File: src/design/mhd_pkg.sv
// ----------------------------------------------------------------------------
// mhd_pkg: shared types, constants and tables of the harmonic DFT block
// Holds the beat types of both channels, the queue entry, the frame sums and
// the twiddle and phase-step tables that are built at elaboration.
// ----------------------------------------------------------------------------
package mhd_pkg;

   // Frame geometry: NSAMPLES points on the circle, both ends included.
   localparam int NSAMPLES = 51;
   localparam int NSPAN    = NSAMPLES - 1;
   localparam int PHASE_W  = $clog2(NSPAN);
   localparam int CNT_W    = $clog2(NSPAN + 1);

   // Datapath widths.
   localparam int SAMPLE_W   = 24;
   localparam int TW_W       = 16;
   localparam int PROD_W     = SAMPLE_W + TW_W;
   localparam int SUM_W      = PROD_W + 1;
   localparam int TERM_W     = SUM_W + 1;
   localparam int ACC_W      = 48;
   localparam int OUT_W      = 24;
   localparam int ORDER_W    = 5;
   localparam int ORDER_VALS = 1 << ORDER_W;
   localparam int TW_DEPTH   = 1 << PHASE_W;

   // Decoupling queue between the front and back parts.
   localparam int QUEUE_AW    = 2;
   localparam int QUEUE_DEPTH = 1 << QUEUE_AW;

   // Final scaling: divide by 2*NSPAN*2^15 = NSPAN*2^16, rounding half away.
   localparam int RND_SHIFT = 16;
   localparam int QUOT_W    = ACC_W - RND_SHIFT;
   localparam logic [ACC_W-1:0]  RND_BIAS = ACC_W'(NSPAN) << (RND_SHIFT - 1);
   localparam logic [QUOT_W-1:0] SPAN_Q   = QUOT_W'(NSPAN);
   localparam logic [QUOT_W-1:0] RECIP    = QUOT_W'((64'd1 << QUOT_W) / 64'(NSPAN));

   // Saturation limits.
   localparam logic signed [ACC_W-1:0] ACC_MAX = {1'b0, {(ACC_W-1){1'b1}}};
   localparam logic signed [ACC_W-1:0] ACC_MIN = {1'b1, {(ACC_W-1){1'b0}}};
   localparam logic [QUOT_W-1:0] OUT_POS_LIM = QUOT_W'((1 << (OUT_W - 1)) - 1);
   localparam logic [QUOT_W-1:0] OUT_NEG_LIM = QUOT_W'(1 << (OUT_W - 1));

   // Fixed-point constants of the twiddle series (Q2.30).
   localparam logic [63:0] ONE_Q30 = 64'd1073741824;
   localparam logic [63:0] PI4_Q30 = 64'd843314857;
   localparam logic [63:0] SPAN64  = 64'(NSPAN);

   typedef logic [ORDER_W-1:0] order_type;

   typedef struct packed {
      logic signed [SAMPLE_W-1:0] bx_sample;
      logic signed [SAMPLE_W-1:0] by_sample;
   } req_type;

   typedef struct packed {
      logic signed [OUT_W-1:0] an_coef;
      logic signed [OUT_W-1:0] bn_coef;
   } rsp_type;

   // One classified sample as it waits for the multiply-accumulate.
   typedef struct packed {
      logic signed [SAMPLE_W-1:0] bx;
      logic signed [SAMPLE_W-1:0] by;
      logic signed [TW_W-1:0]     tw_cos;
      logic signed [TW_W-1:0]     tw_sin;
      logic                       dbl;
      logic                       last;
   } entry_type;

   // Completed frame sums handed to the scaler.
   typedef struct packed {
      logic signed [ACC_W-1:0] sum_imag;
      logic signed [ACC_W-1:0] sum_real;
   } frame_type;

   typedef logic [TW_DEPTH-1:0][2*TW_W-1:0]  tw_table_type;
   typedef logic [ORDER_VALS-1:0][PHASE_W-1:0] step_table_type;

   // Round a Q30 magnitude to Q15, half up, clipped to the largest Q1.15 value.
   function automatic logic [TW_W-1:0] q30_to_q15(logic [63:0] v);
      logic [63:0] r;
      r = (v + 64'd16384) >> 15;
      if (r > 64'd32767) begin
         r = 64'd32767;
      end
      return TW_W'(r);
   endfunction

   // Cosine and sine of 2*pi*p/NSPAN, packed as {cos, sin}.
   function automatic logic [2*TW_W-1:0] twiddle_entry(logic [63:0] p);
      logic [63:0] q;
      logic [63:0] oct;
      logic [63:0] r;
      logic [63:0] rr;
      logic [63:0] x;
      logic [63:0] x2;
      logic [63:0] t;
      logic signed [TW_W-1:0] s;
      logic signed [TW_W-1:0] c;
      logic signed [TW_W-1:0] co;
      logic signed [TW_W-1:0] so;
      q   = 64'd8 * p;
      oct = (q / SPAN64) & 64'd7;
      r   = q % SPAN64;
      rr  = oct[0] ? SPAN64 - r : r;
      x   = (PI4_Q30 * rr + SPAN64 / 64'd2) / SPAN64;
      x2  = (x * x) >> 30;
      t   = ONE_Q30 - x2 / 64'd42;
      t   = ONE_Q30 - ((x2 * t) >> 30) / 64'd20;
      t   = ONE_Q30 - ((x2 * t) >> 30) / 64'd6;
      s   = q30_to_q15((x * t) >> 30);
      t   = ONE_Q30 - x2 / 64'd30;
      t   = ONE_Q30 - ((x2 * t) >> 30) / 64'd12;
      c   = q30_to_q15(ONE_Q30 - ((x2 * t) >> 30) / 64'd2);
      case (oct[2:0])
         3'd0: begin co = c;  so = s;  end
         3'd1: begin co = s;  so = c;  end
         3'd2: begin co = -s; so = c;  end
         3'd3: begin co = -c; so = s;  end
         3'd4: begin co = -c; so = -s; end
         3'd5: begin co = -s; so = -c; end
         3'd6: begin co = s;  so = -c; end
         default: begin co = c; so = -s; end
      endcase
      return {co, so};
   endfunction

   function automatic tw_table_type build_tw_table();
      tw_table_type tbl;
      tbl = '0;
      for (int p = 0; p < NSPAN; p++) begin
         tbl[PHASE_W'(p)] = twiddle_entry(64'(p));
      end
      return tbl;
   endfunction

   // Phase advance per sample for each harmonic order: (n - 1) mod NSPAN.
   function automatic step_table_type build_step_table();
      step_table_type tbl;
      tbl = '0;
      for (int n = 0; n < ORDER_VALS; n++) begin
         tbl[ORDER_W'(n)] = PHASE_W'((n + NSPAN - 1) % NSPAN);
      end
      return tbl;
   endfunction

   localparam tw_table_type   TW_TABLE   = build_tw_table();
   localparam step_table_type STEP_TABLE = build_step_table();

endpackage

File: src/design/mhd_scale.sv
// ----------------------------------------------------------------------------
// mhd_scale: frame sum scaling and result register
// Divides both frame sums by 2*NSPAN*2^15 with rounding half away from zero,
// saturates to the output range and holds the result beat.
// ----------------------------------------------------------------------------
module mhd_scale (
   input  logic               clock,
   input  logic               reset,
   input  logic               frame_valid,
   input  mhd_pkg::frame_type frame_data,
   output logic               adv,
   output logic               rsp_valid,
   input  logic               rsp_stall,
   output mhd_pkg::rsp_type   rsp_data
);
   import mhd_pkg::*;

   // Lane zero carries the imaginary sum (an), lane one the real sum (bn).
   logic [1:0][ACC_W-1:0]  lane_sum;
   logic [1:0]             f1_neg_in;
   logic [1:0][QUOT_W-1:0] f1_val_in;
   logic [1:0]             f1_neg_ff;
   logic [1:0][QUOT_W-1:0] f1_val_ff;
   logic [1:0][QUOT_W-1:0] f2_quot_in;
   logic [1:0]             f2_neg_ff;
   logic [1:0][QUOT_W-1:0] f2_val_ff;
   logic [1:0][QUOT_W-1:0] f2_quot_ff;
   logic [1:0][QUOT_W-1:0] f3_quot_in;
   logic [1:0]             f3_neg_ff;
   logic [1:0][QUOT_W-1:0] f3_quot_ff;
   logic [1:0][OUT_W-1:0]  out_in;
   logic                   f1_valid_ff;
   logic                   f2_valid_ff;
   logic                   f3_valid_ff;
   logic                   rsp_valid_ff;
   logic                   rsp_open;
   rsp_type                rsp_ff;

   // The result register takes a new beat unless the consumer holds the current one.
   // The rest of the back end only stops when a finished result waits behind it.
   assign rsp_open  = !(rsp_valid_ff && rsp_stall);
   assign adv       = rsp_open || !f3_valid_ff;
   assign rsp_valid = rsp_valid_ff;
   assign rsp_data  = rsp_ff;
   assign lane_sum  = {frame_data.sum_real, frame_data.sum_imag};

   // Per-lane arithmetic of all scaling steps.
   always_comb begin
      logic [ACC_W-1:0]    mag;
      logic [ACC_W-1:0]    rsum;
      logic [2*QUOT_W-1:0] prod;
      logic [QUOT_W-1:0]   rem;
      for (int i = 0; i < 2; i++) begin
         // Magnitude plus half the divisor, then the power-of-two part.
         f1_neg_in[i] = lane_sum[i][ACC_W-1];
         mag          = f1_neg_in[i] ? ACC_W'(-lane_sum[i]) : lane_sum[i];
         rsum         = mag + RND_BIAS;
         f1_val_in[i] = rsum[ACC_W-1:RND_SHIFT];
         // Quotient estimate by the reciprocal, low by at most one.
         prod          = (2*QUOT_W)'(f1_val_ff[i]) * (2*QUOT_W)'(RECIP);
         f2_quot_in[i] = prod[2*QUOT_W-1:QUOT_W];
         // Correct the estimate with the remainder.
         rem           = f2_val_ff[i] - f2_quot_ff[i] * SPAN_Q;
         f3_quot_in[i] = (rem >= SPAN_Q) ? f2_quot_ff[i] + 1'b1 : f2_quot_ff[i];
         // Restore the sign and saturate.
         if (f3_neg_ff[i]) begin
            if (f3_quot_ff[i] >= OUT_NEG_LIM) begin
               out_in[i] = OUT_NEG_LIM[OUT_W-1:0];
            end else begin
               out_in[i] = -f3_quot_ff[i][OUT_W-1:0];
            end
         end else begin
            if (f3_quot_ff[i] > OUT_POS_LIM) begin
               out_in[i] = OUT_POS_LIM[OUT_W-1:0];
            end else begin
               out_in[i] = f3_quot_ff[i][OUT_W-1:0];
            end
         end
      end
   end

   // Scaling pipeline.
   always_ff @(posedge clock) begin
      if (adv) begin
         f1_neg_ff  <= f1_neg_in;
         f1_val_ff  <= f1_val_in;
         f2_neg_ff  <= f1_neg_ff;
         f2_val_ff  <= f1_val_ff;
         f2_quot_ff <= f2_quot_in;
         f3_neg_ff  <= f2_neg_ff;
         f3_quot_ff <= f3_quot_in;
      end
   end

   // Result register.
   always_ff @(posedge clock) begin
      if (rsp_open) begin
         rsp_ff.an_coef <= out_in[0];
         rsp_ff.bn_coef <= out_in[1];
      end
   end

   always_ff @(posedge clock) begin
      if (reset) begin
         f1_valid_ff  <= 1'b0;
         f2_valid_ff  <= 1'b0;
         f3_valid_ff  <= 1'b0;
         rsp_valid_ff <= 1'b0;
      end else begin
         if (adv) begin
            f1_valid_ff <= frame_valid;
            f2_valid_ff <= f1_valid_ff;
            f3_valid_ff <= f2_valid_ff;
         end
         if (rsp_open) begin
            rsp_valid_ff <= f3_valid_ff;
         end
      end
   end

endmodule

File: config.mk
export PLATFORM = sky130hd
export DESIGN_NAME = mhd_scale
export DESIGN_NICKNAME = d
export VERILOG_FILES = /design/src/design/mhd_pkg.sv /design/src/design/mhd_scale.sv
export SDC_FILE = /design/constraint.sdc
export NUM_CORES = 2
export LEC_CHECK = 0
export ABC_CLOCK_PERIOD_IN_PS = 10750
export CELL_PAD_IN_SITES_DETAIL_PLACEMENT = 1
export CELL_PAD_IN_SITES_GLOBAL_PLACEMENT = 1
export CORE_UTILIZATION = 40
export DETAILED_ROUTE_END_ITERATION = 6
export DONT_BUFFER_PORTS = 1
export PLACE_DENSITY = 0.63
export SKIP_LAST_GASP = 1
export SYNTH_ARGS = -nofsm -noshare
export SYNTH_HDL_FRONTEND = slang
export SYNTH_SLANG_ARGS = --single-unit
File: constraint.sdc
create_clock -name clock -period 10.75 [get_ports clock]
set_input_delay 2.15 -clock clock [delete_from_list [all_inputs] [get_ports clock]]
set_output_delay 2.15 -clock clock [all_outputs]
set_load 0.005 [all_outputs]
==> Word level (Yosys, flattened, before mapping) <==
Index checks and enable logic that the tools add are counted.
{ "classes": {"reduce_logical": 4, "n_lt_le_gt_ge": 6, "mul": 4, "muxes": 10, "n_addsub": 10} }
{ "ops": {"columns": ["operator", "n"], "rows": [
  ["$mux W24", 6],
  ["$mul A32 B27 Y59 const B", 2],
  ["$add A48 B21 Y48 const B", 2],
  ["$mux W48", 2],
  ["$neg A48 Y48", 2],
  ["$ge A32 B6 Y1 const B", 2],
  ["$sub A32 B32 Y32", 2],
  ["$mul A27 B5 Y31 const B", 2],
  ["$add A27 B1 Y28 const B", 2],
  ["$ge A28 B24 Y1 const B", 2],
  ["$gt A28 B23 Y1 const B", 2],
  ["$mux W27", 2],
  ["$neg A24 Y24", 2],
  ["$logic_not A1 Y1", 2],
  ["$logic_and A1 B1 Y1", 1],
  ["$logic_or A1 B1 Y1", 1]
]} }
{ "totals": {"reg_bits": 296, "elab_cells": 53, "output_inout_bits": 50, "inputBits": 100} }

==> Logic depth before layout (Yosys ltp) <==
{ "logic_depth": {"ltp_word": 4, "ltp_mapped": 31, "ltp_nobuf": 30} }

==> Least setup slack after synthesis <==
OpenSTA, ideal clock, no wires.
{ "synth_timing": {"path_type": "input-to-reg", "startpoint": "input port rsp_stall", "endpoint": "register f1_neg_ff[0] (enable)", "t_required_ns": 8.223, "n_path_buf": 0, "setup_ns": 2.527, "path_slack_ns": 0.612, "t_arrival_ns": 7.611, "path_stages": 1, "cell_sequence": "nand3_1"} }
{ "synth_between": {"elab_chain_cells": 3} }
{ "synth_rtl": {"columns": ["item", "line", "rtl"], "rows": [
  ["start: declaration", "mhd_scale.sv:13", "input logic rsp_stall,"],
  ["$logic_and A1 B1 Y1", "mhd_scale.sv:41", "assign rsp_open = !(rsp_valid_ff && rsp_stall);"],
  ["$logic_not A1 Y1", "mhd_scale.sv:41", null],
  ["$logic_or A1 B1 Y1", "mhd_scale.sv:42", "assign adv = rsp_open || !f3_valid_ff;"],
  ["end signal: assignment", "mhd_scale.sv:85", "f1_neg_ff <= f1_neg_in;"],
  ["end: declaration", "mhd_scale.sv:22", "logic [1:0] f1_neg_ff;"]
]} }
Every way passes these cells.
A chain may end at the register's enable or synchronous reset.

==> qor.txt <==
Count leader, synth -> inv_1
Routed via count -> 34575
Number of synthesized flops with an enable pin -> 290
Cell variety after synth -> 91
Status -> finished clean
Die area -> 125000 µm²
Synth Instances -> 4931
WP data required -> 11.10 ns
Resize count post-CTS -> 0
Seq/Total Area, Yosys -> 17.7%
Avg WL per Cell -> 20.8 µm
Final period utilization -> 77.7%
Post-route setup TNS -> 0 ns
Largest cells by area after synthesis -> fa_1 (26%), ha_1 (23%), edfxtp_1 (18%)
Row count -> 128
Die Height -> 354 µm
Post-Route Skew -> 0.0285 ns
Cell taking the most area after synthesis -> fa_1
H-tree depth -> 2
CP startpoint kind -> flop
Slowest-stage cell, CP -> nor4b_2
Via density -> 5.27
Crit end category -> flop
Root Buffer -> clkbuf_16
Mapped cell area -> 49600 µm²
Ys flop type -> edfxtp_1
Hpwl dp -> 117 mm
Die Width -> 354 µm
GR Overflow Total -> 0
Synth-to-Final Area Change -> 6.54%
Maxcap violations -> 0
RSZ-0062 raised after global routing -> false
Final setup fails -> 0
Initial Util -> 40.5%
Number of global-route vias before repair -> 38056
DRT iter0 DRCs -> 1534
Most used cell, CP -> ha_1
DRT Wirelength -> 136 mm
YS warnings -> 0
Final Critical Period -> 8.36 ns
Clock Latency Late Sink -> 0.64 ns
F_max -> 0.120 GHz
Relative slew margins -> 21.5%
Flops & latches, synth -> 294
Largest net degree at the start of global routing -> 127
Antenna diodes -> 0
Data arrival time of the worst path -> 8.71 ns
Layout cells sized above 1 -> 2.76%
Top cell type's share of synthesized area -> 26.3%
Max Root-Sink Buffers -> 3
Max-slew violation count -> 0
WS Path Type -> flop to flop
CP peak stage delay -> 0.96 ns
Commonest cells post-synth -> inv_1 (1085), ha_1 (908), fa_1 (652)
GRT Overall Usage -> 22.2%
Worst Path Max Fanout -> 10
Clk sinks -> 294
Avg Inst Size Synth -> 10.1 µm²
DRC -> 0
Slew @ Worst Pin -> 1.17 ns
Clock transition at the registers of the reported paths -> 0.05 ns
Final Net Count -> 6565
Asr flop ratio synth -> 0%
Hold_buf cts -> 0
First-pass DRT Iterations -> 5
Setup Fix Bufs, Post-CTS -> 0
Port Buffers -> 0
Antenna violations before repair -> 2
First-pass GRT wire length -> 217 mm
CTS Buf Count -> 41
Number of I/O pins -> 150
RD Place Congestion -> 0.888
Hold Crit Class -> flop to flop
Post-synthesis net count -> 6591
CTS tree -> done
ANT nets after route -> 0
Final hold viol count -> 0
Core area -> 122000 µm²
Post-Route Utilization -> 43.2%
[kinds of logic after synthesis]
| kind of cell | count (synthesis) | share of synthesized area, % |
|---|---|---|
| AO/OA/AOI/OAI | 755 | 10.1 |
| XOR/XNOR | 267 | 4.71 |
| adder cells (fa/ha/maj) | 1562 | 49.3 |
| buffers and inverters | 1165 | 8.89 |
| flip-flops | 294 | 17.7 |
| multiplexers | 15 | 0.313 |
| AND/OR/NAND/NOR | 873 | 9.01 |
[routing by layer]
metal / up-vias / track usage [%] / wire length (µm) / share of wire (%)
met1: 17394 / 31.6 / 66500 / 49
met2: 523 / 35.6 / 61400 / 45
met5: - / 0 / 0 / 0
met3: 133 / 3.33 / 5760 / 4.2
li1: 16525 / - / - / -
met4: 0 / 4.76 / 2770 / 2.0
[cell usage in the layout (no fill, tap or decap), types with 80 or more instances in the layout]
cell type / instances
o21ai_0: 175
nand2_1: 185
xnor2_1: 174
xor2_1: 93
nor2_1: 206
edfxtp_1: 290
ha_1: 908
inv_1: 1085
fa_1: 652
a21oi_1: 186
nand3_1: 80
[worst max-delay path: cells and delay by family (launching register included)]
family | cells | cell delay [ns]
and+or+nand+nor | 10 | 2.96
AOI/OAI and AO/OA | 11 | 2.63
adders and majority gates | 5 | 1.86
DFF | 1 | 0.48
buffers and inverters | 2 | 0.09
xor gates and xnor gates | 1 | 0.08
[registers in the layout, indices dropped and copies added (netlist names), 2 cells and up]
register,cells
f3_quot_ff,56
f3_neg_ff,2
f2_quot_ff,54
rsp_data,48
f2_neg_ff,2
f1_val_ff,64
f1_neg_ff,2
f2_val_ff,62
[metrics by stage]
step                instance area (µm²)  cells  setup WS [ns]  hold slack [ns]
global placement                  51400   6487           2.56            0.429
detailed placement                51400   6487           2.47            0.433
finish                            52800   6560           2.39            0.442
CTS                               52800   6560           2.41            0.443
global route                      52800   6560           1.93            0.449
floorplan                         49600   4931          0.612            0.400
[final timing paths]
check / cells past startpoint / startpoint / to / slack [ns]
worst max-delay path: 29 / f2_quot_ff[6] / f3_quot_ff[23] / 2.39
worst min-delay path: 0 / f2_neg_ff[0] / f3_neg_ff[0] / 0.44
worst max register to register: 29 / f2_quot_ff[6] / f3_quot_ff[23] / 2.39
worst min register to register: 0 / f2_neg_ff[0] / f3_neg_ff[0] / 0.44
[area by class of cell]
type                       instances  area (µm²)
clock buffer                      47        1070
clock inverter                    26         364
fill                           13701       69500
inverter                        1086        4080
multi-input combinational       3472       36400
sequential                       294        8790
tap                             1625        2030
timing repair buffer              10        87.6
Power is left out: the tool's default activity adds up to more than one toggle a clock period on the data nets, which glitch-free logic cannot reach.
