File: config.mk
export PLATFORM = sky130hd
export DESIGN_NAME = mhd_queue
export DESIGN_NICKNAME = d
export VERILOG_FILES = /design/src/design/mhd_pkg.sv /design/src/design/mhd_queue.sv
export SDC_FILE = /design/constraint.sdc
export NUM_CORES = 1
export LEC_CHECK = 0
export BUFFER_PORTS_ARGS = -buffer_cell sky130_fd_sc_hd__buf_2
export CAP_MARGIN = 5
export CORE_UTILIZATION = 25
export DETAILED_ROUTE_END_ITERATION = 6
export GPL_TIMING_DRIVEN = 0
export PLACE_DENSITY_LB_ADDON = 0.1
export SLEW_MARGIN = 20
export SYNTH_ARGS = -nofsm -noshare
export SYNTH_HDL_FRONTEND = slang
export SYNTH_SLANG_ARGS = --single-unit
File: constraint.sdc
create_clock -name clock -period 4.8 [get_ports clock]
set_input_delay 0.24 -clock clock [delete_from_list [all_inputs] [get_ports clock]]
set_output_delay 0.24 -clock clock [all_outputs]
set_load 0.05 [all_outputs]
File: src/design/mhd_pkg.sv
// ----------------------------------------------------------------------------
// mhd_pkg: shared types, constants and tables of the harmonic DFT block
// Holds the beat types of both channels, the queue entry, the frame sums and
// the twiddle and phase-step tables that are built at elaboration.
// ----------------------------------------------------------------------------
package mhd_pkg;

   // Frame geometry: NSAMPLES points on the circle, both ends included.
   localparam int NSAMPLES = 51;
   localparam int NSPAN    = NSAMPLES - 1;
   localparam int PHASE_W  = $clog2(NSPAN);
   localparam int CNT_W    = $clog2(NSPAN + 1);

   // Datapath widths.
   localparam int SAMPLE_W   = 24;
   localparam int TW_W       = 16;
   localparam int PROD_W     = SAMPLE_W + TW_W;
   localparam int SUM_W      = PROD_W + 1;
   localparam int TERM_W     = SUM_W + 1;
   localparam int ACC_W      = 48;
   localparam int OUT_W      = 24;
   localparam int ORDER_W    = 5;
   localparam int ORDER_VALS = 1 << ORDER_W;
   localparam int TW_DEPTH   = 1 << PHASE_W;

   // Decoupling queue between the front and back parts.
   localparam int QUEUE_AW    = 2;
   localparam int QUEUE_DEPTH = 1 << QUEUE_AW;

   // Final scaling: divide by 2*NSPAN*2^15 = NSPAN*2^16, rounding half away.
   localparam int RND_SHIFT = 16;
   localparam int QUOT_W    = ACC_W - RND_SHIFT;
   localparam logic [ACC_W-1:0]  RND_BIAS = ACC_W'(NSPAN) << (RND_SHIFT - 1);
   localparam logic [QUOT_W-1:0] SPAN_Q   = QUOT_W'(NSPAN);
   localparam logic [QUOT_W-1:0] RECIP    = QUOT_W'((64'd1 << QUOT_W) / 64'(NSPAN));

   // Saturation limits.
   localparam logic signed [ACC_W-1:0] ACC_MAX = {1'b0, {(ACC_W-1){1'b1}}};
   localparam logic signed [ACC_W-1:0] ACC_MIN = {1'b1, {(ACC_W-1){1'b0}}};
   localparam logic [QUOT_W-1:0] OUT_POS_LIM = QUOT_W'((1 << (OUT_W - 1)) - 1);
   localparam logic [QUOT_W-1:0] OUT_NEG_LIM = QUOT_W'(1 << (OUT_W - 1));

   // Fixed-point constants of the twiddle series (Q2.30).
   localparam logic [63:0] ONE_Q30 = 64'd1073741824;
   localparam logic [63:0] PI4_Q30 = 64'd843314857;
   localparam logic [63:0] SPAN64  = 64'(NSPAN);

   typedef logic [ORDER_W-1:0] order_type;

   typedef struct packed {
      logic signed [SAMPLE_W-1:0] bx_sample;
      logic signed [SAMPLE_W-1:0] by_sample;
   } req_type;

   typedef struct packed {
      logic signed [OUT_W-1:0] an_coef;
      logic signed [OUT_W-1:0] bn_coef;
   } rsp_type;

   // One classified sample as it waits for the multiply-accumulate.
   typedef struct packed {
      logic signed [SAMPLE_W-1:0] bx;
      logic signed [SAMPLE_W-1:0] by;
      logic signed [TW_W-1:0]     tw_cos;
      logic signed [TW_W-1:0]     tw_sin;
      logic                       dbl;
      logic                       last;
   } entry_type;

   // Completed frame sums handed to the scaler.
   typedef struct packed {
      logic signed [ACC_W-1:0] sum_imag;
      logic signed [ACC_W-1:0] sum_real;
   } frame_type;

   typedef logic [TW_DEPTH-1:0][2*TW_W-1:0]  tw_table_type;
   typedef logic [ORDER_VALS-1:0][PHASE_W-1:0] step_table_type;

   // Round a Q30 magnitude to Q15, half up, clipped to the largest Q1.15 value.
   function automatic logic [TW_W-1:0] q30_to_q15(logic [63:0] v);
      logic [63:0] r;
      r = (v + 64'd16384) >> 15;
      if (r > 64'd32767) begin
         r = 64'd32767;
      end
      return TW_W'(r);
   endfunction

   // Cosine and sine of 2*pi*p/NSPAN, packed as {cos, sin}.
   function automatic logic [2*TW_W-1:0] twiddle_entry(logic [63:0] p);
      logic [63:0] q;
      logic [63:0] oct;
      logic [63:0] r;
      logic [63:0] rr;
      logic [63:0] x;
      logic [63:0] x2;
      logic [63:0] t;
      logic signed [TW_W-1:0] s;
      logic signed [TW_W-1:0] c;
      logic signed [TW_W-1:0] co;
      logic signed [TW_W-1:0] so;
      q   = 64'd8 * p;
      oct = (q / SPAN64) & 64'd7;
      r   = q % SPAN64;
      rr  = oct[0] ? SPAN64 - r : r;
      x   = (PI4_Q30 * rr + SPAN64 / 64'd2) / SPAN64;
      x2  = (x * x) >> 30;
      t   = ONE_Q30 - x2 / 64'd42;
      t   = ONE_Q30 - ((x2 * t) >> 30) / 64'd20;
      t   = ONE_Q30 - ((x2 * t) >> 30) / 64'd6;
      s   = q30_to_q15((x * t) >> 30);
      t   = ONE_Q30 - x2 / 64'd30;
      t   = ONE_Q30 - ((x2 * t) >> 30) / 64'd12;
      c   = q30_to_q15(ONE_Q30 - ((x2 * t) >> 30) / 64'd2);
      case (oct[2:0])
         3'd0: begin co = c;  so = s;  end
         3'd1: begin co = s;  so = c;  end
         3'd2: begin co = -s; so = c;  end
         3'd3: begin co = -c; so = s;  end
         3'd4: begin co = -c; so = -s; end
         3'd5: begin co = -s; so = -c; end
         3'd6: begin co = s;  so = -c; end
         default: begin co = c; so = -s; end
      endcase
      return {co, so};
   endfunction

   function automatic tw_table_type build_tw_table();
      tw_table_type tbl;
      tbl = '0;
      for (int p = 0; p < NSPAN; p++) begin
         tbl[PHASE_W'(p)] = twiddle_entry(64'(p));
      end
      return tbl;
   endfunction

   // Phase advance per sample for each harmonic order: (n - 1) mod NSPAN.
   function automatic step_table_type build_step_table();
      step_table_type tbl;
      tbl = '0;
      for (int n = 0; n < ORDER_VALS; n++) begin
         tbl[ORDER_W'(n)] = PHASE_W'((n + NSPAN - 1) % NSPAN);
      end
      return tbl;
   endfunction

   localparam tw_table_type   TW_TABLE   = build_tw_table();
   localparam step_table_type STEP_TABLE = build_step_table();

endpackage

File: src/design/mhd_queue.sv
// ----------------------------------------------------------------------------
// mhd_queue: short queue between the front and back parts
// A small circular buffer that lets intake and arithmetic stall separately.
// ----------------------------------------------------------------------------
module mhd_queue (
   input  logic               clock,
   input  logic               reset,
   input  logic               push,
   input  mhd_pkg::entry_type push_data,
   input  logic               pop,
   output logic               full,
   output logic               not_empty,
   output mhd_pkg::entry_type head
);
   import mhd_pkg::*;

   entry_type           slot_ff [QUEUE_DEPTH];
   logic [QUEUE_AW-1:0] wr_ptr_ff;
   logic [QUEUE_AW-1:0] rd_ptr_ff;
   logic [QUEUE_AW:0]   count_ff;
   logic                do_pop;

   assign full      = (count_ff == (QUEUE_AW + 1)'(QUEUE_DEPTH));
   assign not_empty = (count_ff != '0);
   assign do_pop    = pop && not_empty;
   assign head      = slot_ff[rd_ptr_ff];

   // Entry storage.
   always_ff @(posedge clock) begin
      if (push) begin
         slot_ff[wr_ptr_ff] <= push_data;
      end
   end

   // Pointers and fill level.
   always_ff @(posedge clock) begin
      if (reset) begin
         wr_ptr_ff <= '0;
         rd_ptr_ff <= '0;
         count_ff  <= '0;
      end else begin
         if (push) begin
            wr_ptr_ff <= wr_ptr_ff + 1'b1;
         end
         if (do_pop) begin
            rd_ptr_ff <= rd_ptr_ff + 1'b1;
         end
         if (push && !do_pop) begin
            count_ff <= count_ff + 1'b1;
         end else if (do_pop && !push) begin
            count_ff <= count_ff - 1'b1;
         end
      end
   end

endmodule

# Word-level counts from Yosys, hierarchy flattened
# Memory sizes are Yosys's and may differ from the RTL's. A register that Yosys moved wholly into a read port is not among the register bits.
# Cells that the tools add are included.
[op_classes]
eq_ne = 1
n_mux = 6
reduce_logical = 7
n_addsub = 4
[op_table]
columns = ["op", "n"]
rows = [
  ["3-bit 2-to-1 mux", 2],
  ["2-bit by 1-bit adder with 2-bit output (second input constant)", 2],
  ["2-bit 2-to-1 mux", 2],
  ["3-bit by 1-bit adder with 3-bit output (second input constant)", 1],
  ["3-bit equality test (second input constant)", 1],
  ["1-bit logical AND", 3],
  ["3-bit nonzero test", 1],
  ["3-bit by 1-bit subtractor with 3-bit output (second input constant)", 1],
  ["1-bit logical NOT", 2],
  ["1-bit 2-to-1 mux", 2],
  ["2-bit nonzero test", 1],
]
[totals]
ff_bits = 7
ram_bits = 328
wordCells = 22
output_inout_bits = 84
memories = 1
[mem_list]
columns = ["name", "depth", "word_bits", "rd", "rd_clocked_by_memory_dff", "wr", "line", "source"]
rows = [
  ["slot_ff", 4, 82, 1, 1, 1, "mhd_queue.sv:17", "entry_type slot_ff [QUEUE_DEPTH];"],
]

# Longest topological paths before layout
# Gate-level depths: netlist of run 1.
[logic_depth]
word_depth = 5
depth_mapped = 7

# Worst setup path after synthesis of run 1
# Ideal clock, no wire load.
[synth_timing]
path_type = "reg2reg"
from = "register wr_ptr_ff[0]"
to = "memory slot_ff[0][0] (netlist name), enable pin"
t_arrival_ps = 2451
path_stages_with_launch = 4
path_slack_ps = 1900
period_less_slack_ps = 2900
path_buffers = 0
t_required_ps = 4351
path_cell_list = "dfxtp_1 -> inv_1 -> ha_1 -> and2_1"
[synth_lines]
columns = ["item", "line", "source"]
rows = [
  ["from (decl)", "mhd_queue.sv:18", "logic [QUEUE_AW-1:0] wr_ptr_ff;"],
  ["from (signal assigned)", "mhd_queue.sv:43", "wr_ptr_ff <= wr_ptr_ff + 1'b1;"],
  ["to (decl)", "mhd_queue.sv:17", ""],
]
# Straight into the memory's write port.

==> impl_metrics.toml, run 1 <==
[floorplan]
die-width_um = 224
rows = 81
chipHeight_um = 224
dieArea_sq_um = 50300
core_sq_um = 48800
start_util_pct = 25.3
num_io_pins = 170

[status]
outcome = "finished clean"

[run]
maxCapViolCount = 0

[worst_setup_path]
end_kind = "output pin"
worstPathRequired_ps = 4560
reg2reg_from = "count_ff[0]"
rr_worst_depth = 7
cp_common_cell = "buf_2"
startpoint_type = "flop"
worstSetupPathType = "reg2out"
rr_endpoint = "count_ff[2]"
timing.reg2reg.setup_slack_ps = 2640
arrival_ps = 2610
crit_path_max_fanout = 10
cp_slowest_stage_delay_ps = 700
cp_cell_sequence = "clkbuf_1 -> buf_2 -> mux4_2 -> buf_2"
slowest_stage = "clkbuf_1"

[pwr]
total_power_w = 0.00911
p_leak_nw = 5.49
ir_drop_mv = 0.296
powerDensity_nw_per_um2 = 557

[global_routing]
grt_overflow = 0
track_usage_pct = 10.9
grt_max_degree = 43
grt_pass1_wl_um = 40200
grt_pass1_vias = 6714
antenna_found_initial = 2

[sta]
worst_pin_slew_ps = 951
hold_viol = 0
rsz0062_at_grt = "false"
finalSetupTns_ps = 0
relSlewSlack_pct = 36.6
period_needed_ps = 2850
finalSetupViolations = 0
drv_slew = 0
finClkSkew_ps = 11.6
period_share_pct = 59.3
setup_ws_ps = 1950
fmax_mhz = 351

[finish]
fill_cells = 4730
n_antenna_cell = 0
area_delta_synth_final_pct = 32.4
nNetsFinal = 863
register_area_sq_um = 10000
drive_above_1_share_pct = 41.7
multi_input_area_sq_um = 2100

[routing]
drc_errors = 0
wl_per_cell_um = 18.3
drt_pass1_iterations = 4
vias_per_cell = 4.01
wirelength_um = 26800
ant_nets = 0
vias = 5864
drtIter0Drc = 229

[worst_hold_path]
hold_end = "wr_ptr_ff[1]"
holdCritStartpoint = "reset"
hold_path_class = "in2reg"
hold_depth = 2

[placement]
dpl.hpwl_um = 16100
gp_congestion = 0.661
place_ws_ps = 2410
portBuffers = 168

[synthesis]
ys_types = 22
yosysTopAreaCellShare_pct = 79.7
syn_inst = 472
seq_area_frac_synth_pct = 81.2
synth_area_sq_um = 12400
yosysTopAreaCell = "edfxtp_1"
synth.area.top_cells = "edfxtp_1 80%, mux4_2 15%, dfxtp_1 1.5%"
ys_ff_latch = 337
syn_avg_cell_area_sq_um = 26.2
yosysWarnings = 0
synth_nets = 564

[clock_network]
cts_made_buffers = 39
insertion_delay_ps = 540
cts_tree = "done"
clk_pin_slew_worst_paths_ps = 60
postCtsSetupBuffers = 0
cts_sinks = 337
clockRootBuffer = "clkbuf_16"
htree_num_levels = 2
clk_path_buf_depth = 3
[through the flow]
step	instance area (sq um)	std cells	hold WS [ps]	utilization, %
floorplan	12400	472	339	-
global placement	14000	1304	449	28.7
detailed placement	14200	1312	459	29.2
CTS	16400	1462	0.431	33.5
global route	16400	1462	66.3	33.5
finish	16400	1462	47.5	33.5
[logic make-up after synthesis]
family / Yosys count / synth area share, %
compound gates: 4 / 0.213
xor+xnor: 5 / 0.354
fa+ha+maj: 6 / 0.668
buf+inv: 22 / 1.86
flops: 337 / 81.2
mux: 84 / 15.1
simple gates: 14 / 0.577
[power breakdown]
group | switching (W) | total (W) | internal, W
combinational | 0.00175 | 0.00268 | 0.000930
sequential | 0.0000453 | 0.00344 | 0.00339
clock | 0.00113 | 0.00299 | 0.00186
total | 0.00292 | 0.00911 | 0.00618
[placed cells by master, fill, tap and decap left out, types with 7 or more instances in the layout]
| master | synthesis | routed |
|---|---|---|
| bufinv_16 | 0 | 7 |
| dfxtp_1 | 9 | 9 |
| clkbuf_1 | 2 | 7 |
| buf_2 | 8 | 176 |
| clkinv_1 | 0 | 8 |
| buf_12 | 8 | 10 |
| mux4_2 | 81 | 81 |
| edfxtp_1 | 328 | 328 |
| nor2_1 | 7 | 7 |
| dlygate4sd3_1 | 0 | 82 |
| clkbuf_16 | 0 | 39 |
[state kept, by name, indices dropped and copies added, names as in the netlist, named ones only]
register	cells
count_ff	3
rd_ptr_ff	2
slot_ff	328
wr_ptr_ff	2
[area by class of cell]
type                    count  share of cell area [%]
flip-flops and latches    337                    61.3
multi-input cells         113                    12.9
repair buffers            258                    11.4
clock buffers              44                    6.08
well taps                 664                    5.08
clock inverters            24                    1.81
plain buffers              19                    1.34
inverters                   3                  0.0689
[worst max-delay path by stage]
stage	from	end	slack [ps]	depth (start not counted)
finish	flop	head[33]	1950	4
global route	flop	head[33]	1770	4
CTS	flop	head[32]	1800	4
detailed placement	flop	head[32]	2410	4
global placement	wr_ptr_ff[0]	slot_ff[0][40]	20	3
floorplan	wr_ptr_ff[0]	slot_ff[0][0]	1900	3
[layer usage]
metal | share of wire [%] | vias up | global-route usage (%)
met2 | 50 | 115 | 18.7
met3 | 4.9 | 44 | 3.42
met5 | 0.12 | - | 0
met4 | 2.3 | 4 | 3.55
met1 | 42 | 3067 | 13.0
li1 | - | 2634 | -
[cells in the mapped netlist]
| cell type | number |
|---|---|
| edfxtp_1 | 328 |
| mux4_2 | 81 |
| dfxtp_1 | 9 |
| buf_12 | 8 |
| buf_2 | 8 |
| nor2_1 | 7 |
| ha_1 | 5 |
| and2_1 | 4 |
| xor2_1 | 4 |
| inv_1 | 3 |
| clkbuf_1 | 2 |
| mux2i_1 | 2 |
| or3_1 | 2 |
| a21oi_1 | 1 |
| buf_6 | 1 |
| fa_1 | 1 |
| mux4_1 | 1 |
| nor3b_1 | 1 |
| o21ai_0 | 1 |
| o311ai_0 | 1 |
| o31ai_1 | 1 |
| xnor2_1 | 1 |
[critical path, delay by kind of cell, from the launching register on]
family,cells,cell delay (ps)
buffers and inverters,3,1390
flip-flops,1,300
multiplexers,1,370
[repair_timing]
item,4_1_cts,5_1_grt
hold buffers,82,0
resized for setup,0,0
hold endpoints to repair,328,0
Note: power is estimated with default switching activity, not from simulation.
==> run 2, diff against run 1 <==
- clock period: 4.8 -> 2.3 ns (I/O delays scaled with it)
==> run 2 against run 1 <==
Die area unchanged. Cell area is 0.28% lower. Sequential power up 110%. Clock skew grew 0.68 ps. Critical path type is now reg2reg. Critical endpoint is now count_ff[2]. Largest cell class unchanged.
==> impl_metrics.toml, run 2 (synthesized netlist as in run 1, its figures left out) <==
[worst_setup_path]
cp_cell_sequence = "o31ai_1 -> ha_1 -> inv_1 -> fa_1 -> xor2_1 -> or3_1 -> a21oi_1"
startpoint_type = "flop"
slowest_stage = "o31ai_1"
crit_buf_inv = 1
crit_family = "adder cells"
arrival_ps = 2650
cp_slowest_stage_delay_ps = 400
cp_num_cells = 7
worstSetupPathType = "reg2reg"
worstPathRequired_ps = 2770
crit_path_max_fanout = 6
rr_worst_depth = 7
end_kind = "flop"

[routing]
wirelength_um = 26700
drc_errors = 0
vias_per_cell = 4.04
drtIter0Drc = 258
wl_per_cell_um = 18.2
drt_pass1_iterations = 6
vias = 5928
ant_nets = 0

[pwr]
ir_drop_mv = 0.615
p_sw_share_pct = 32.6
p_seq_share_pct = 38.5
p_switching_w = 0.00608
p_clk_share_pct = 31.6
powerDensity_nw_per_um2 = 1150
p_leak_nw = 5.46
pwr-share-comb_pct = 29.8
power.internal_w = 0.0126

[sta]
period_needed_ps = 2190
hold_viol = 0
rsz0062_at_grt = "false"
finalSetupViolations = 0
finClkSkew_ps = 12.2
drv_slew = 0
worst_pin_slew_ps = 596
relSlewSlack_pct = 60.3
period_share_pct = 95.0
fmax_mhz = 457
finalSetupTns_ps = 0

[clock_network]
clk_path_buf_depth = 3
insertion_delay_ps = 550
cts_made_buffers = 40
postCtsSetupBuffers = 0
cts_tree = "done"
htree_num_levels = 2
cts_sinks = 337
clockRootBuffer = "clkbuf_16"
clk_pin_slew_worst_paths_ps = 60

[global_routing]
grt_overflow = 0
antenna_found_initial = 2
grt_pass1_vias = 6745
grt_max_degree = 34
grt_pass1_wl_um = 40200
track_usage_pct = 10.9

[floorplan]
core_sq_um = 48800
rows = 81
chipHeight_um = 224
num_io_pins = 170
dieArea_sq_um = 50300
start_util_pct = 25.3
die-width_um = 224

[worst_hold_path]
hold_path_class = "in2reg"
hold_depth = 2

[placement]
portBuffers = 168
gp_congestion = 0.687
dpl.cell_count = 1312
dpl.hpwl_um = 16800

[finish]
largestRegisters = "slot_ff: 328 flops, count_ff: 3 flops"
final_cell_mix = "328 x edfxtp_1, 173 x buf_2, 86 x dlygate4sd3_1"
top_register = "slot_ff"
final_util_pct = 33.4
nNetsFinal = 867
layout_commonest_cell = "edfxtp_1"
area_delta_synth_final_pct = 32.0
fin_cells = 1467
largest_reg_flops = 328
drive_above_1_share_pct = 41.4

[run]
maxCapViolCount = 0

[status]
outcome = "finished clean"
-- run 2: per-layer routing --
| layer | track usage, % | vias to the layer above | part of all wire (%) |
|---|---|---|---|
| met5 | 0 | - | 0.037 |
| li1 | - | 2646 | - |
| met4 | 4.06 | 2 | 3.0 |
| met1 | 12.8 | 3090 | 41 |
| met3 | 3.10 | 55 | 5.0 |
| met2 | 18.8 | 135 | 51 |
-- run 2: power by group through the flow --
| stage | clock [W] | sequential [W] | combinational [W] |
|---|---|---|---|
| after floorplan | 0 | 0.00728 | 0.00430 |
| after global placement | 0 | 0.00730 | 0.00553 |
| after detailed placement | 0 | 0.00731 | 0.00561 |
| after CTS | 0.00613 | 0.00721 | 0.00573 |
| after global routing | 0.00632 | 0.00723 | 0.00592 |
| final | 0.00591 | 0.00720 | 0.00558 |
-- run 2: area by class of cell --
class | instances | area, sq um
inverters | 3 | 11.3
plain buffers | 18 | 231
well taps | 664 | 831
fillers | 4752 | 32500
repair buffers | 262 | 1860
clock inverters | 23 | 186
multi-input cells | 113 | 2100
diodes | 1 | 2.50
flip-flops and latches | 337 | 10000
clock buffers | 46 | 1040
-- run 2: repair_timing --
| action | 4_1_cts | 5_1_grt |
|---|---|---|
| hold buffers | 86 | 0 |
| cloned | 0 | 0 |
| hold endpoints to repair | 337 | 0 |
| gates resized for setup | 6 | 1 |
| endpoints found under the setup margin | 82 | 2 |
-- run 2: through the flow --
step	power, W	hold WS, ps	setup slack (ps)	area (sq um)
floorplan	0.0116	214	301	12400
global placement	0.0128	323	-730	14000
global route	0.0195	305	29.5	16300
CTS	0.0191	270	7.48	16300
detailed placement	0.0129	332	65.6	14200
finish	0.0187	328	114	16300
-- run 2: worst paths after layout --
check | from | end | slack [ps]
worst max-delay path | count_ff[1] | count_ff[2] | 110
worst min-delay path | push_data[14] | slot_ff[0][14] | 330
worst max register to register | count_ff[1] | count_ff[2] | 110
worst min register to register | rd_ptr_ff[1] | rd_ptr_ff[1] | 530
==> run 3, diff against run 2 <==
- CORE_MARGIN: default -> 5
- CORE_UTILIZATION: 25 -> 51
==> run 3 against run 2 <==
Non-clock buffer count is 6 lower. Critical path depth did not move. Sequential share of layout area rose by 2.2 points. Routed wire length is 17% lower. Setup slack improved by 5.4 ps. Cell count fell by 24%. Combinational power down 2%. Sequential power barely moved. First-iteration DRC count up 48%. Cell area fell by 3.5%.
==> impl_metrics.toml, run 3 (synthesized netlist as in run 1, its figures left out) <==
[finish]
layout_commonest_cell = "edfxtp_1"
n_antenna_cell = 0
area_delta_synth_final_pct = 27.4
drive_above_1_share_pct = 41.5
largest_reg_flops = 328
final_cell_mix = "328 x edfxtp_1, 176 x buf_2, 84 x dlygate4sd3_1"
final_util_pct = 65.3
largestRegisters = "slot_ff: 328 flops, count_ff: 3 flops"
fill_cells = 1674
nNetsFinal = 855
top_register = "slot_ff"

[clock_network]
insertion_delay_ps = 500
clk_pin_slew_worst_paths_ps = 60
cts_sinks = 337
htree_num_levels = 2
clockRootBuffer = "clkbuf_16"
clk_path_buf_depth = 3
cts_tree = "done"
cts_made_buffers = 34
postCtsSetupBuffers = 0

[pwr]
p_leak_nw = 5.41
powerDensity_nw_per_um2 = 1160
p_sw_share_pct = 31.3
p_seq_share_pct = 39.3
ir_drop_mv = 0.859
total_power_w = 0.0183
pwr-share-comb_pct = 29.7
p_switching_w = 0.00574
power.internal_w = 0.0126
p_clk_share_pct = 31.0

[routing]
drt_pass1_iterations = 4
wl_per_cell_um = 19.9
vias_per_cell = 5.21
ant_nets = 0
drtIter0Drc = 381
drc_errors = 0
wirelength_um = 22100
vias = 5783

[sta]
drv_slew = 0
period_needed_ps = 2180
timing.hold.ws_ps = 25.2
finalSetupViolations = 0
setup_ws_ps = 119
fmax_mhz = 459
finalSetupTns_ps = 0
rsz0062_at_grt = "false"
period_share_pct = 94.8
hold_viol = 0
relSlewSlack_pct = 53.8
finClkSkew_ps = 12.1
worst_pin_slew_ps = 692

[worst_setup_path]
worstSetupPathType = "reg2reg"
arrival_ps = 2600
worstPathRequired_ps = 2720
startpoint_type = "flop"
crit_path_max_fanout = 6
end_kind = "flop"

[run]
maxCapViolCount = 0

[global_routing]
grt_pass1_vias = 6273
track_usage_pct = 16.3
antenna_found_initial = 0
grt_overflow = 0
grt_pass1_wl_um = 35200
grt_max_degree = 47

[status]
outcome = "finished clean"

[floorplan]
num_io_pins = 170
chipHeight_um = 166
core_sq_um = 24100
die-width_um = 166
dieArea_sq_um = 27400
start_util_pct = 51.3
rows = 57

[placement]
portBuffers = 168
dpl.hpwl_um = 13300
place_ws_ps = 89.5
gp_congestion = 0.700

[worst_hold_path]
hold_path_class = "in2reg"
## run 3: changes by cell type in the layout (fill, tap and decap cells not counted), sizes merged
| cell | delta |
|---|---|
| buf | -4 |
| clkinvlp | -4 |
| dlygate4sd3 | -2 |
| bufinv | +3 |
| clkinv | -5 |
| diode | -1 |
| clkbuf | -5 |
## run 3: worst paths after layout
path                start            to  slack [ps]  depth (start not counted)
max           count_ff[1]   count_ff[2]         120                          7
min                   pop  rd_ptr_ff[0]          30                          4
max reg2reg   count_ff[1]   count_ff[2]         120                          7
min reg2reg  rd_ptr_ff[1]          flop         540                          2
## run 3: per-stage QoR
step / cells / instance area [sq um]
2_1_floorplan: 472 / 12400
3_3_place_gp: 964 / 13600
3_5_place_dp: 968 / 13700
4_1_cts: 1109 / 15700
5_1_grt: 1109 / 15700
6_report: 1109 / 15700
## run 3: metal layers
| layer | vias up | routed length, um | GRT usage, % |
|---|---|---|---|
| met5 | - | 0 | 0 |
| met4 | 0 | 343 | 3.73 |
| met3 | 31 | 1320 | 4.15 |
| met2 | 146 | 11400 | 27.2 |
| met1 | 2997 | 9100 | 21.9 |
| li1 | 2609 | - | - |
## run 3: power groups by stage
stage / Combinational (W) / Clock (W) / Sequential [W]
2_1_floorplan: 0.00430 / 0 / 0.00728
3_3_place_gp: 0.00538 / 0 / 0.00730
3_5_place_dp: 0.00544 / 0 / 0.00731
4_1_cts: 0.00555 / 0.00583 / 0.00719
5_1_grt: 0.00575 / 0.00610 / 0.00722
6_report: 0.00545 / 0.00568 / 0.00719
## run 3: repair_timing
item                                    CTS  global route
hold buffers                             84             0
resized for setup                         1             1
endpoints found under the hold margin   337             0
endpoints found under the setup margin   80             1
## run 3: final cells by class
| cell class | instances | area (sq um) | share of cell area (%) |
|---|---|---|---|
| clock buffers | 41 | 941 | 5.98 |
| multi-input cells | 113 | 2110 | 13.4 |
| well taps | 324 | 405 | 2.58 |
| repair buffers | 256 | 1790 | 11.4 |
| inverters | 3 | 11.3 | 0.0715 |
| flip-flops and latches | 337 | 10000 | 63.7 |
| plain buffers | 18 | 215 | 1.37 |
| clock inverters | 17 | 234 | 1.49 |
## run 3: worst max-delay path: stages (launching register included)
cell	delay, ps
dfxtp_1	380
o31ai_2	360
ha_1	270
inv_1	70
fa_1	390
xor2_1	180
or3_1	310
a21oi_1	150
